--- src/hw/rtl/assert_macros.svh ---
// Assertion helpers; empty when SYNTH is defined.
`ifndef ASSERT_MACROS_SVH
`define ASSERT_MACROS_SVH
`ifndef SYNTH
// same-cycle implication
`define ASSERT_IMPLY(lbl, clk, rst_n, ante, cons) \
    lbl: assert property (@(posedge clk) disable iff (!rst_n) (ante) |-> (cons)) \
        else $error("assertion failed: same-cycle implication");
// next-cycle implication
`define ASSERT_NEXT(lbl, clk, rst_n, ante, cons) \
    lbl: assert property (@(posedge clk) disable iff (!rst_n) (ante) |=> (cons)) \
        else $error("assertion failed: next-cycle implication");
`else
`define ASSERT_IMPLY(lbl, clk, rst_n, ante, cons)
`define ASSERT_NEXT(lbl, clk, rst_n, ante, cons)
`endif
`endif

--- src/hw/rtl/itoa_pkg.sv ---
package itoa_pkg;

    localparam int VALUE_W     = 32;
    localparam int RADIX_W     = 5;
    localparam int CHAR_W      = 8;
    localparam int LEN_W       = 6;
    localparam int DIGIT_W     = 4;
    localparam int STORE_DEPTH = 32;
    localparam int QUEUE_DEPTH = 2;

    // divider retires this many quotient bits per cycle
    localparam int DIV_BITS    = 8;
    localparam int DIV_CYCLES  = VALUE_W / DIV_BITS;

    localparam int IN_TDATA_W  = ((VALUE_W + RADIX_W + 7) / 8) * 8;
    localparam int OUT_TDATA_W = ((CHAR_W + LEN_W + 7) / 8) * 8;

    localparam logic [CHAR_W-1:0]  CHAR_DIGIT = 8'h30;
    localparam logic [CHAR_W-1:0]  CHAR_ALPHA = 8'h37;
    localparam logic [CHAR_W-1:0]  CHAR_MINUS = 8'h2D;
    localparam logic [CHAR_W-1:0]  CHAR_NULL  = 8'h00;
    localparam logic [RADIX_W-1:0] RADIX_MIN  = 5'd2;
    localparam logic [RADIX_W-1:0] RADIX_MAX  = 5'd16;

    typedef struct packed {
        logic [VALUE_W-1:0] mag;
        logic [RADIX_W-1:0] radix;
        logic               neg;
        logic               bad;
    } t_job;

    typedef struct packed {
        logic               start;
        logic [VALUE_W-1:0] dividend;
        logic [RADIX_W-1:0] radix;
    } t_div_req;

    typedef struct packed {
        logic               done;
        logic [VALUE_W-1:0] quot;
        logic [DIGIT_W-1:0] rem;
    } t_div_rsp;

    typedef enum logic [2:0] {
        B_IDLE,
        B_DIVIDE,
        B_PREP,
        B_SIGN,
        B_DIGITS,
        B_TERM
    } t_back_state;

    function automatic logic [CHAR_W-1:0] digit_char(input logic [DIGIT_W-1:0] d);
        logic [CHAR_W-1:0] ext;
        ext = {{(CHAR_W-DIGIT_W){1'b0}}, d};
        return (d <= 4'd9) ? (CHAR_DIGIT + ext) : (CHAR_ALPHA + ext);
    endfunction

endpackage

--- src/hw/rtl/itoa_ram.sv ---
module itoa_ram #(
    parameter int WIDTH = 4,
    parameter int DEPTH = 32
) (
    input  logic                     i_clk,
    input  logic                     i_we,
    input  logic [$clog2(DEPTH)-1:0] i_waddr,
    input  logic [WIDTH-1:0]         i_wdata,
    input  logic [$clog2(DEPTH)-1:0] i_raddr,
    output logic [WIDTH-1:0]         o_rdata
);

    logic [WIDTH-1:0] r_mem [DEPTH];
    logic [WIDTH-1:0] r_rdata;

    always_ff @(posedge i_clk) begin
        if (i_we) begin
            r_mem[i_waddr] <= i_wdata;
        end
        r_rdata <= r_mem[i_raddr];
    end

    assign o_rdata = r_rdata;

endmodule

--- src/hw/rtl/itoa_front.sv ---
module itoa_front (
    input  logic                        i_clk,
    input  logic                        i_rst_n,
    input  logic                        i_s_tvalid,
    output logic                        o_s_tready,
    input  logic signed [itoa_pkg::VALUE_W-1:0] i_value,
    input  logic [itoa_pkg::RADIX_W-1:0] i_radix,
    output logic                        o_job_valid,
    input  logic                        i_job_ready,
    output itoa_pkg::t_job              o_job
);
    import itoa_pkg::*;

    localparam int PTR_W = $clog2(QUEUE_DEPTH);
    localparam int CNT_W = $clog2(QUEUE_DEPTH + 1);

    t_job             r_q [QUEUE_DEPTH];
    logic [PTR_W-1:0] r_wr;
    logic [PTR_W-1:0] r_rd;
    logic [CNT_W-1:0] r_cnt;
    t_job             cls;
    logic             push;
    logic             pop;

    // classify: sign, unsigned magnitude, radix check
    always_comb begin
        cls.neg   = i_value[VALUE_W-1];
        cls.mag   = cls.neg ? (VALUE_W'(0) - VALUE_W'(i_value)) : VALUE_W'(i_value);
        cls.radix = i_radix;
        cls.bad   = (i_radix < RADIX_MIN) || (i_radix > RADIX_MAX);
    end

    assign o_s_tready  = (r_cnt != CNT_W'(QUEUE_DEPTH));
    assign o_job_valid = (r_cnt != '0);
    assign o_job       = r_q[r_rd];
    assign push        = i_s_tvalid && o_s_tready;
    assign pop         = o_job_valid && i_job_ready;

    always_ff @(posedge i_clk) begin
        if (!i_rst_n) begin
            r_wr  <= '0;
            r_rd  <= '0;
            r_cnt <= '0;
        end else begin
            if (push) begin
                r_wr <= (r_wr == PTR_W'(QUEUE_DEPTH - 1)) ? '0 : r_wr + PTR_W'(1);
            end
            if (pop) begin
                r_rd <= (r_rd == PTR_W'(QUEUE_DEPTH - 1)) ? '0 : r_rd + PTR_W'(1);
            end
            if (push && !pop) begin
                r_cnt <= r_cnt + CNT_W'(1);
            end else if (pop && !push) begin
                r_cnt <= r_cnt - CNT_W'(1);
            end
        end
    end

    always_ff @(posedge i_clk) begin
        if (push) begin
            r_q[r_wr] <= cls;
        end
    end

endmodule

--- src/hw/rtl/itoa_div.sv ---
module itoa_div (
    input  logic               i_clk,
    input  logic               i_rst_n,
    input  itoa_pkg::t_div_req i_req,
    output itoa_pkg::t_div_rsp o_rsp
);
    import itoa_pkg::*;

    localparam int STEP_W = (DIV_CYCLES > 1) ? $clog2(DIV_CYCLES) : 1;

    logic               r_busy;
    logic               r_done;
    logic [STEP_W-1:0]  r_step;
    logic [VALUE_W-1:0] r_work;
    logic [DIGIT_W-1:0] r_rem;
    logic [RADIX_W-1:0] r_radix;

    logic [DIGIT_W:0]   trial;
    logic [DIGIT_W-1:0] rem_v;
    logic [DIV_BITS-1:0] qbits;

    // restoring division, DIV_BITS steps per cycle; remainder stays below radix
    always_comb begin
        rem_v = r_rem;
        qbits = '0;
        trial = '0;
        for (int i = 0; i < DIV_BITS; i++) begin
            trial = {rem_v, r_work[VALUE_W-1-i]};
            if (trial >= (DIGIT_W+1)'(r_radix)) begin
                qbits[DIV_BITS-1-i] = 1'b1;
                rem_v = DIGIT_W'(trial - (DIGIT_W+1)'(r_radix));
            end else begin
                rem_v = trial[DIGIT_W-1:0];
            end
        end
    end

    always_ff @(posedge i_clk) begin
        if (!i_rst_n) begin
            r_busy <= 1'b0;
            r_done <= 1'b0;
            r_step <= '0;
        end else begin
            r_done <= 1'b0;
            if (i_req.start) begin
                r_busy  <= 1'b1;
                r_step  <= '0;
                r_work  <= i_req.dividend;
                r_rem   <= '0;
                r_radix <= i_req.radix;
            end else if (r_busy) begin
                r_work <= {r_work[VALUE_W-DIV_BITS-1:0], qbits};
                r_rem  <= rem_v;
                r_step <= r_step + STEP_W'(1);
                if (r_step == STEP_W'(DIV_CYCLES - 1)) begin
                    r_busy <= 1'b0;
                    r_done <= 1'b1;
                end
            end
        end
    end

    assign o_rsp.done = r_done;
    assign o_rsp.quot = r_work;
    assign o_rsp.rem  = r_rem;

endmodule

--- src/hw/rtl/itoa_back.sv ---
module itoa_back #(
    parameter int DIGIT_LIMIT = 32
) (
    input  logic                          i_clk,
    input  logic                          i_rst_n,
    input  logic                          i_job_valid,
    output logic                          o_job_ready,
    input  itoa_pkg::t_job                i_job,
    output itoa_pkg::t_div_req            o_div_req,
    input  itoa_pkg::t_div_rsp            i_div_rsp,
    output logic                          o_we,
    output logic [$clog2(DIGIT_LIMIT)-1:0] o_waddr,
    output logic [itoa_pkg::DIGIT_W-1:0]  o_wdata,
    output logic [$clog2(DIGIT_LIMIT)-1:0] o_raddr,
    input  logic [itoa_pkg::DIGIT_W-1:0]  i_rdata,
    output logic                          o_m_tvalid,
    input  logic                          i_m_tready,
    output logic [itoa_pkg::CHAR_W-1:0]   o_char,
    output logic                          o_last,
    output logic [itoa_pkg::LEN_W-1:0]    o_len,
    output logic                          o_bad
);
    import itoa_pkg::*;

    localparam int AW    = $clog2(DIGIT_LIMIT);
    localparam int CNT_W = $clog2(DIGIT_LIMIT + 1);

    t_back_state        r_state, n_state;
    logic               r_neg, n_neg;
    logic               r_bad, n_bad;
    logic [RADIX_W-1:0] r_radix, n_radix;
    logic [CNT_W-1:0]   r_count, n_count;
    logic [AW-1:0]      r_idx, n_idx;

    logic               r_ov, n_ov;
    logic [CHAR_W-1:0]  r_char, n_char;
    logic               r_last, n_last;
    logic [LEN_W-1:0]   r_len, n_len;
    logic               r_obad, n_obad;

    logic               out_free;
    logic               load;

    assign out_free = !r_ov || i_m_tready;

    always_comb begin
        n_state  = r_state;
        n_neg    = r_neg;
        n_bad    = r_bad;
        n_radix  = r_radix;
        n_count  = r_count;
        n_idx    = r_idx;
        n_char   = r_char;
        n_last   = r_last;
        n_len    = r_len;
        n_obad   = r_obad;
        load     = 1'b0;
        o_job_ready        = 1'b0;
        o_div_req.start    = 1'b0;
        o_div_req.dividend = i_div_rsp.quot;
        o_div_req.radix    = r_radix;
        o_we     = 1'b0;
        o_waddr  = r_count[AW-1:0];
        o_wdata  = i_div_rsp.rem;

        unique case (r_state)
            B_IDLE: begin
                o_job_ready        = 1'b1;
                o_div_req.dividend = i_job.mag;
                o_div_req.radix    = i_job.radix;
                if (i_job_valid) begin
                    n_neg   = i_job.neg;
                    n_bad   = i_job.bad;
                    n_radix = i_job.radix;
                    n_count = '0;
                    if (i_job.bad) begin
                        n_state = B_TERM;
                    end else begin
                        o_div_req.start = 1'b1;
                        n_state         = B_DIVIDE;
                    end
                end
            end
            B_DIVIDE: begin
                if (i_div_rsp.done) begin
                    // digits past the store size are the top ones; drop them
                    if (r_count < CNT_W'(DIGIT_LIMIT)) begin
                        o_we    = 1'b1;
                        n_count = r_count + CNT_W'(1);
                    end
                    if (i_div_rsp.quot == '0) begin
                        n_state = B_PREP;
                    end else begin
                        o_div_req.start = 1'b1;
                    end
                end
            end
            B_PREP: begin
                n_idx   = AW'(r_count - CNT_W'(1));
                n_state = r_neg ? B_SIGN : B_DIGITS;
            end
            B_SIGN: begin
                if (out_free) begin
                    load    = 1'b1;
                    n_char  = CHAR_MINUS;
                    n_last  = 1'b0;
                    n_len   = '0;
                    n_obad  = 1'b0;
                    n_state = B_DIGITS;
                end
            end
            B_DIGITS: begin
                if (out_free) begin
                    load   = 1'b1;
                    n_char = digit_char(i_rdata);
                    n_last = 1'b0;
                    n_len  = '0;
                    n_obad = 1'b0;
                    if (r_idx == '0) begin
                        n_state = B_TERM;
                    end else begin
                        n_idx = r_idx - AW'(1);
                    end
                end
            end
            B_TERM: begin
                if (out_free) begin
                    load    = 1'b1;
                    n_char  = CHAR_NULL;
                    n_last  = 1'b1;
                    n_len   = r_bad ? '0
                            : LEN_W'(r_neg) + LEN_W'(r_count) + LEN_W'(1);
                    n_obad  = r_bad;
                    n_state = B_IDLE;
                end
            end
            default: n_state = B_IDLE;
        endcase

        if (load) begin
            n_ov = 1'b1;
        end else if (i_m_tready) begin
            n_ov = 1'b0;
        end else begin
            n_ov = r_ov;
        end
    end

    // read one entry ahead: data for r_idx is present while in SIGN/DIGITS
    assign o_raddr = n_idx;

    always_ff @(posedge i_clk) begin
        if (!i_rst_n) begin
            r_state <= B_IDLE;
            r_ov    <= 1'b0;
        end else begin
            r_state <= n_state;
            r_ov    <= n_ov;
        end
    end

    always_ff @(posedge i_clk) begin
        r_neg   <= n_neg;
        r_bad   <= n_bad;
        r_radix <= n_radix;
        r_count <= n_count;
        r_idx   <= n_idx;
        r_char  <= n_char;
        r_last  <= n_last;
        r_len   <= n_len;
        r_obad  <= n_obad;
    end

    assign o_m_tvalid = r_ov;
    assign o_char     = r_char;
    assign o_last     = r_last;
    assign o_len      = r_len;
    assign o_bad      = r_obad;

endmodule

--- src/hw/rtl/signed_int_to_ascii_base_top.sv ---
// Signed integer to ASCII text in radix 2..16.
// Slave channel: one beat carries a 32-bit two's complement value and a radix.
// Master channel: one beat per character, most significant first: '-' when
// negative, digits '0'-'9'/'A'-'F', then a null beat with tlast high and the
// total length (null included) in the length field. A radix outside 2..16
// yields a single null beat with tlast and tuser high and length zero.
// Each digit is one pass of the radix divider, 8 quotient bits at a time; the
// characters then leave at one per cycle while the receiver is ready.
// A two-entry queue sits between the input classifier and the converter, so
// up to two further items are taken while one converts.
// Reset (synchronous, active low) empties the queue and the output register;
// the digit store needs no clearing. When the receiver stalls the output
// register holds its beat and the converter waits; no beat is lost.
`include "assert_macros.svh"

module signed_int_to_ascii_base_top #(
    parameter int BUFFER_CHARS = 34
) (
    input  logic                              i_clk,
    input  logic                              i_rst_n,
    input  logic                              i_s_tvalid,
    output logic                              o_s_tready,
    // [31:0] value, [36:32] radix, rest zero
    input  logic [itoa_pkg::IN_TDATA_W-1:0]   i_s_tdata,
    output logic                              o_m_tvalid,
    input  logic                              i_m_tready,
    // [7:0] character, [13:8] text_length, rest zero
    output logic [itoa_pkg::OUT_TDATA_W-1:0]  o_m_tdata,
    output logic                              o_m_tlast,
    // [0] bad_radix
    output logic                              o_m_tuser
);
    import itoa_pkg::*;

    // digits kept: room for sign and null, at most the store size
    localparam int DIGIT_LIMIT = (BUFFER_CHARS - 2 > STORE_DEPTH) ? STORE_DEPTH
                                                                 : BUFFER_CHARS - 2;
    localparam int AW = $clog2(DIGIT_LIMIT);

    logic               job_valid;
    logic               job_ready;
    t_job               job;
    t_div_req           div_req;
    t_div_rsp           div_rsp;
    logic               we;
    logic [AW-1:0]      waddr;
    logic [DIGIT_W-1:0] wdata;
    logic [AW-1:0]      raddr;
    logic [DIGIT_W-1:0] rdata;
    logic [CHAR_W-1:0]  out_char;
    logic [LEN_W-1:0]   out_len;

    itoa_front u_front (
        .i_clk       (i_clk),
        .i_rst_n     (i_rst_n),
        .i_s_tvalid  (i_s_tvalid),
        .o_s_tready  (o_s_tready),
        .i_value     (i_s_tdata[VALUE_W-1:0]),
        .i_radix     (i_s_tdata[VALUE_W+RADIX_W-1:VALUE_W]),
        .o_job_valid (job_valid),
        .i_job_ready (job_ready),
        .o_job       (job)
    );

    itoa_div u_div (
        .i_clk   (i_clk),
        .i_rst_n (i_rst_n),
        .i_req   (div_req),
        .o_rsp   (div_rsp)
    );

    itoa_ram #(
        .WIDTH (DIGIT_W),
        .DEPTH (DIGIT_LIMIT)
    ) u_store (
        .i_clk   (i_clk),
        .i_we    (we),
        .i_waddr (waddr),
        .i_wdata (wdata),
        .i_raddr (raddr),
        .o_rdata (rdata)
    );

    itoa_back #(
        .DIGIT_LIMIT (DIGIT_LIMIT)
    ) u_back (
        .i_clk       (i_clk),
        .i_rst_n     (i_rst_n),
        .i_job_valid (job_valid),
        .o_job_ready (job_ready),
        .i_job       (job),
        .o_div_req   (div_req),
        .i_div_rsp   (div_rsp),
        .o_we        (we),
        .o_waddr     (waddr),
        .o_wdata     (wdata),
        .o_raddr     (raddr),
        .i_rdata     (rdata),
        .o_m_tvalid  (o_m_tvalid),
        .i_m_tready  (i_m_tready),
        .o_char      (out_char),
        .o_last      (o_m_tlast),
        .o_len       (out_len),
        .o_bad       (o_m_tuser)
    );

    assign o_m_tdata = {{(OUT_TDATA_W-CHAR_W-LEN_W){1'b0}}, out_len, out_char};

    // a flagged radix is a lone null beat with no length
    `ASSERT_IMPLY(a_bad_is_null, i_clk, i_rst_n, o_m_tvalid && o_m_tuser, o_m_tlast && (o_m_tdata == '0))
    // only the terminator carries a length
    `ASSERT_IMPLY(a_len_on_last, i_clk, i_rst_n, o_m_tvalid && !o_m_tlast, o_m_tdata[13:8] == '0)
    // a real conversion has at least one digit plus the null
    `ASSERT_IMPLY(a_len_min, i_clk, i_rst_n, o_m_tvalid && o_m_tlast && !o_m_tuser, o_m_tdata[13:8] >= 6'd2)
    // within a text, characters follow without bubbles
    `ASSERT_NEXT(a_no_gap, i_clk, i_rst_n, o_m_tvalid && i_m_tready && !o_m_tlast, o_m_tvalid)

endmodule

--- config.mk ---
export PLATFORM = sky130hd
export DESIGN_NAME = signed_int_to_ascii_base_top
export DESIGN_NICKNAME = d
export VERILOG_FILES = /design/src/hw/rtl/itoa_pkg.sv /design/src/hw/rtl/itoa_ram.sv /design/src/hw/rtl/itoa_front.sv /design/src/hw/rtl/itoa_div.sv /design/src/hw/rtl/itoa_back.sv /design/src/hw/rtl/signed_int_to_ascii_base_top.sv
export VERILOG_INCLUDE_DIRS = /design/src /design/src/hw/rtl
export SDC_FILE = /design/constraint.sdc
export NUM_CORES = 1
export LEC_CHECK = 0
export ABC_AREA = 1
export BUFFER_PORTS_ARGS = -buffer_cell sky130_fd_sc_hd__buf_2
export CAP_MARGIN = 20
export CORE_MARGIN = 2
export CORE_UTILIZATION = 43
export DETAILED_ROUTE_END_ITERATION = 16
export PLACE_DENSITY = 0.55
export SLEW_MARGIN = 10
export SYNTH_ARGS = -nofsm -noshare
export SYNTH_HDL_FRONTEND = slang
export SYNTH_SLANG_ARGS = --single-unit
export TNS_END_PERCENT = 20
--- constraint.sdc ---
create_clock -name i_clk -period 11.43 [get_ports i_clk]
set_clock_uncertainty 0.2 [all_clocks]
set_input_delay 0.5715 -clock i_clk [delete_from_list [all_inputs] [get_ports i_clk]]
set_output_delay 0.5715 -clock i_clk [all_outputs]
set_load 0.02 [all_outputs]
==> results.md <==
Clocking:
- In this run the number of H-tree levels came out at 2.
- The insertion delay to the later sink of the worst-skew pair is 0.51 ns.
- The root cell of the clock tree is clkbuf_16.
- The clock passes through at most 3 buffers.
- The number of sinks on the clock net is 297.
- The number of buffers added by the clock tree synthesis step is 34.
- TritonCTS built the clock tree.
- Clock-pin slew was measured on the worst setup and hold paths at 0.06 ns.

Final layout:
- The number of antenna cells inserted is 0.
- Relative to the synthesized area, the layout overhead comes to 13.4%.
- The number of standard cells in the final layout excluding fillers is 2074.
- The number of nets in the finished design is 1700.
- Of the cells placed in the final design, the portion with a size suffix greater than 1 is 11.8%.

Synth:
- The async set-or-reset flop fraction in the synthesized netlist is 0%.
- edfxtp_1 is the most common cell in the netlist.
- Synthesis produced a netlist whose cell count is 1512.
- By area the synthesized netlist is led by edfxtp_1 55%, nand2_1 6.0%, nand3_1 5.8%.
- The count of synthesis-stage warnings from yosys is 0.
- The mean post-synth cell area is 9.96 um^2.
- The cell area after technology mapping is 15100 um^2.
- The number of synthesized register bits is 297.
- The cell type with the highest aggregate area in the netlist is edfxtp_1.
- Among all flip-flop cells after synthesis, the most frequent one is edfxtp_1.
- The commonest cells after synthesis are 275 x edfxtp_1, 242 x nand2_1, 220 x inv_1, 174 x nand3_1, 166 x nor2_1.
- The sequential cell area fraction in the yosys report is between 50% and 60%.
- The post-synthesis cell type count is 48.
- Summed over its instances, the top area cell type makes up 54.8% of the synthesized netlist area.
- The number of flops mapped to enable cells by yosys is 275.

Setup path:
- The data required time of the critical path is 11.45 ns.
- The critical path endpoint category is a register.
- The kind of critical path is register to register.
- The master of the slowest instance on the critical path is edfxtp_1.
- The element type at the critical path start is a register.
- Data arrives at the worst endpoint at 10.71 ns.
- The worst register-to-register path ends at u_div.r_work[0].
- The worst reg2reg path depth is 64.
- The largest fanout on the critical path is 8.
- The cell that appears most often on the critical path is nand2_1.
- The register-to-register setup slack is approximately 0.74 ns.
- The delay of the slowest cell on the worst path is 0.39 ns.
- The startpoint identified for the worst register-to-register timing path is u_div.r_rem[1].

Floorplanning:
- The number of placement rows is 68.
- The total area inside the core boundary comes to 34500 um^2.
- The floorplan step defined a die boundary enclosing 36600 um^2.
- The initial standard-cell utilization of the core is 43.6%.
- The die outline height is around 190 um.
- The die width is 191 um.
- The number of top-level pins is 64.

Global routing:
- The aggregate global routing overflow is 0.
- The initial antenna violation count is 1.
- The wire length of the first global-routing pass is 54.8 mm.
- The pin count of the biggest net entering global routing is 66.
- In the global route stage, overall resource usage came out at between 10% and 20%.
- The number of global-route vias before repair came to between 10000 and 15000.

Route:
- The number of detailed-route iterations in the first pass is 5.
- The highest metal layer with signal wires is met5.
- Dividing the detail-routed via count by the number of cells gives 5.11.
- After detailed routing, the average wire length per cell comes to 16.7 um.
- The routed layout has roughly 11000 vias.
- The remaining design rule violation count is 0.
- The routed length on met2 is 17.6 mm.
- The routed wire length on met3 is 1.24 mm.
- The routed wire length is 34.7 mm.
- The starting DRC count in detailed routing is 524.
- The wire length on met1 is ~15 mm.
- In this run the remaining antenna-violating nets after routing total 0.

Hold path:
- The class of the worst hold path is input pin to register.
- Along the worst hold path, the cell count comes to 1.
- The startpoint of the lowest-slack hold path is i_s_tdata[32].
- The end point of the most critical hold path is u_front.r_q[1][2].

STA:
- The relative max-transition margin is 38.0%.
- The max-slew violation count was 0.
- Static timing analysis puts the maximum clock frequency at 93.6 MHz.
- The portion of the clock cycle consumed by the worst path in the final layout is 93.5%.
- Setup violations remaining at the end of the flow were counted as 0.
- The final critical-path required period is 10.69 ns.
- The final hold violation count is 0.
- The slew of the pin with the lowest slew margin is 0.929 ns.

Job:
- The tool flagged a number of max-cap violations equal to 0.

Place:
- The cell total after placement is 2006.
- The post-DP HPWL is approximately 23 mm.
- The count of buffers added on input and output ports is between 50 and 60.
- Routability-driven placement finished with a final weighted congestion of around 0.8.

Outcome:
- The flow ran to the end, and the final reports show no timing, DRC or antenna violations.
worst max-delay path, delay by kind of cell (launching register included):
family          cells  cell delay, ns
simple gates       26            2.93
buf+inv             9            1.11
fa+ha+maj           8            2.40
compound gates     21            3.42
flops               1            0.39
how the worst max path moves through the flow:
stage	start	end	slack [ns]	cells past startpoint
5_1_grt	u_div.r_rem[1]	u_div.r_rem[3]	-0.05	74
2_1_floorplan	u_div.r_radix[1]	u_div.r_rem[3]	0.91	67
6_report	u_div.r_rem[1]	u_div.r_work[0]	0.74	64
4_1_cts	u_div.r_rem[1]	u_div.r_rem[3]	0.05	69
3_5_place_dp	u_div.r_rem[1]	u_div.r_work[0]	0.06	68
3_3_place_gp	u_div.r_rem[1]	u_div.r_work[0]	0.36	70
what timing repair did:
| item | 4_1_cts | 5_1_grt |
|---|---|---|
| endpoints found under the hold margin | 0 | 0 |
| gates resized for setup | 0 | 28 |
| endpoints found under the setup margin | 0 | 5 |
| hold buffers | 0 | 0 |
| buffers inserted | 0 | 7 |
flip-flops by register name, indices dropped and copies added (netlist names), 5 cells and up, named ones only:
| name | count |
|---|---|
| u_back.r_count | 6 |
| u_back.r_radix | 5 |
| u_back.o_char | 7 |
| u_div.r_radix | 5 |
| u_div.r_work | 32 |
| u_back.r_idx | 5 |
| u_store.r_mem | 128 |
| u_front.r_q | 78 |
| u_back.o_len | 6 |
per-stage QoR:
step	setup slack, ns	hold WS, ns	area (um^2)	TNS [ns]	utilization, %
after floorplan	0.905	0.225	15100	0	-
after global placement	0.358	0.236	15900	0	46.1
after detailed placement	0.0582	0.257	15900	0	46.1
after CTS	0.0541	0.0672	16900	0	49.0
after global routing	-0.0549	0.0679	17100	-0.177	49.5
final	0.743	0.0821	17100	0	49.5
per-layer routing:
layer / track usage [%] / vias to the layer above
met5: 0 / -
met4: 5.53 / 2
met3: 2.53 / 54
met2: 34.8 / 193
met1: 23.8 / 5017
li1: - / 5322
placed cells by master, fill, tap and decap left out, types with 10 or more instances in the layout:
cell,instances
edfxtp_1,275
nand2_1,237
inv_1,220
nand3_1,173
nor2_1,163
buf_2,57
ha_1,52
nand3b_1,40
buf_4,39
clkbuf_16,35
o21ai_0,32
a21oi_1,31
o32ai_1,31
xor2_1,22
dfxtp_1,22
xnor2_1,21
nand4_1,17
clkinv_1,15
o21ai_1,13
nor3_1,11
inv_2,10
cell type report:
| cell class | instances | area, um^2 |
|---|---|---|
| Multi-Input combinational cell | 935 | 5370 |
| Clock inverter | 20 | 114 |
| Fill cell | 3208 | 17500 |
| Clock buffer | 40 | 895 |
| Timing Repair Buffer | 96 | 578 |
| Sequential cell | 297 | 8700 |
| Inverter | 231 | 870 |
| Tap cell | 455 | 569 |
cells by family after synthesis:
group | after synthesis | synth area share, %
fa+ha+maj | 61 | 5.46
mux | 3 | 0.199
xor+xnor | 43 | 2.50
compound gates | 151 | 6.45
other cells | 1 | 0.0249
flops | 297 | 57.7
simple gates | 673 | 20.1
buf+inv | 283 | 7.54
Power is not shown: default switching activity piles up to over one toggle a cycle in this logic, so the estimate is an artifact.
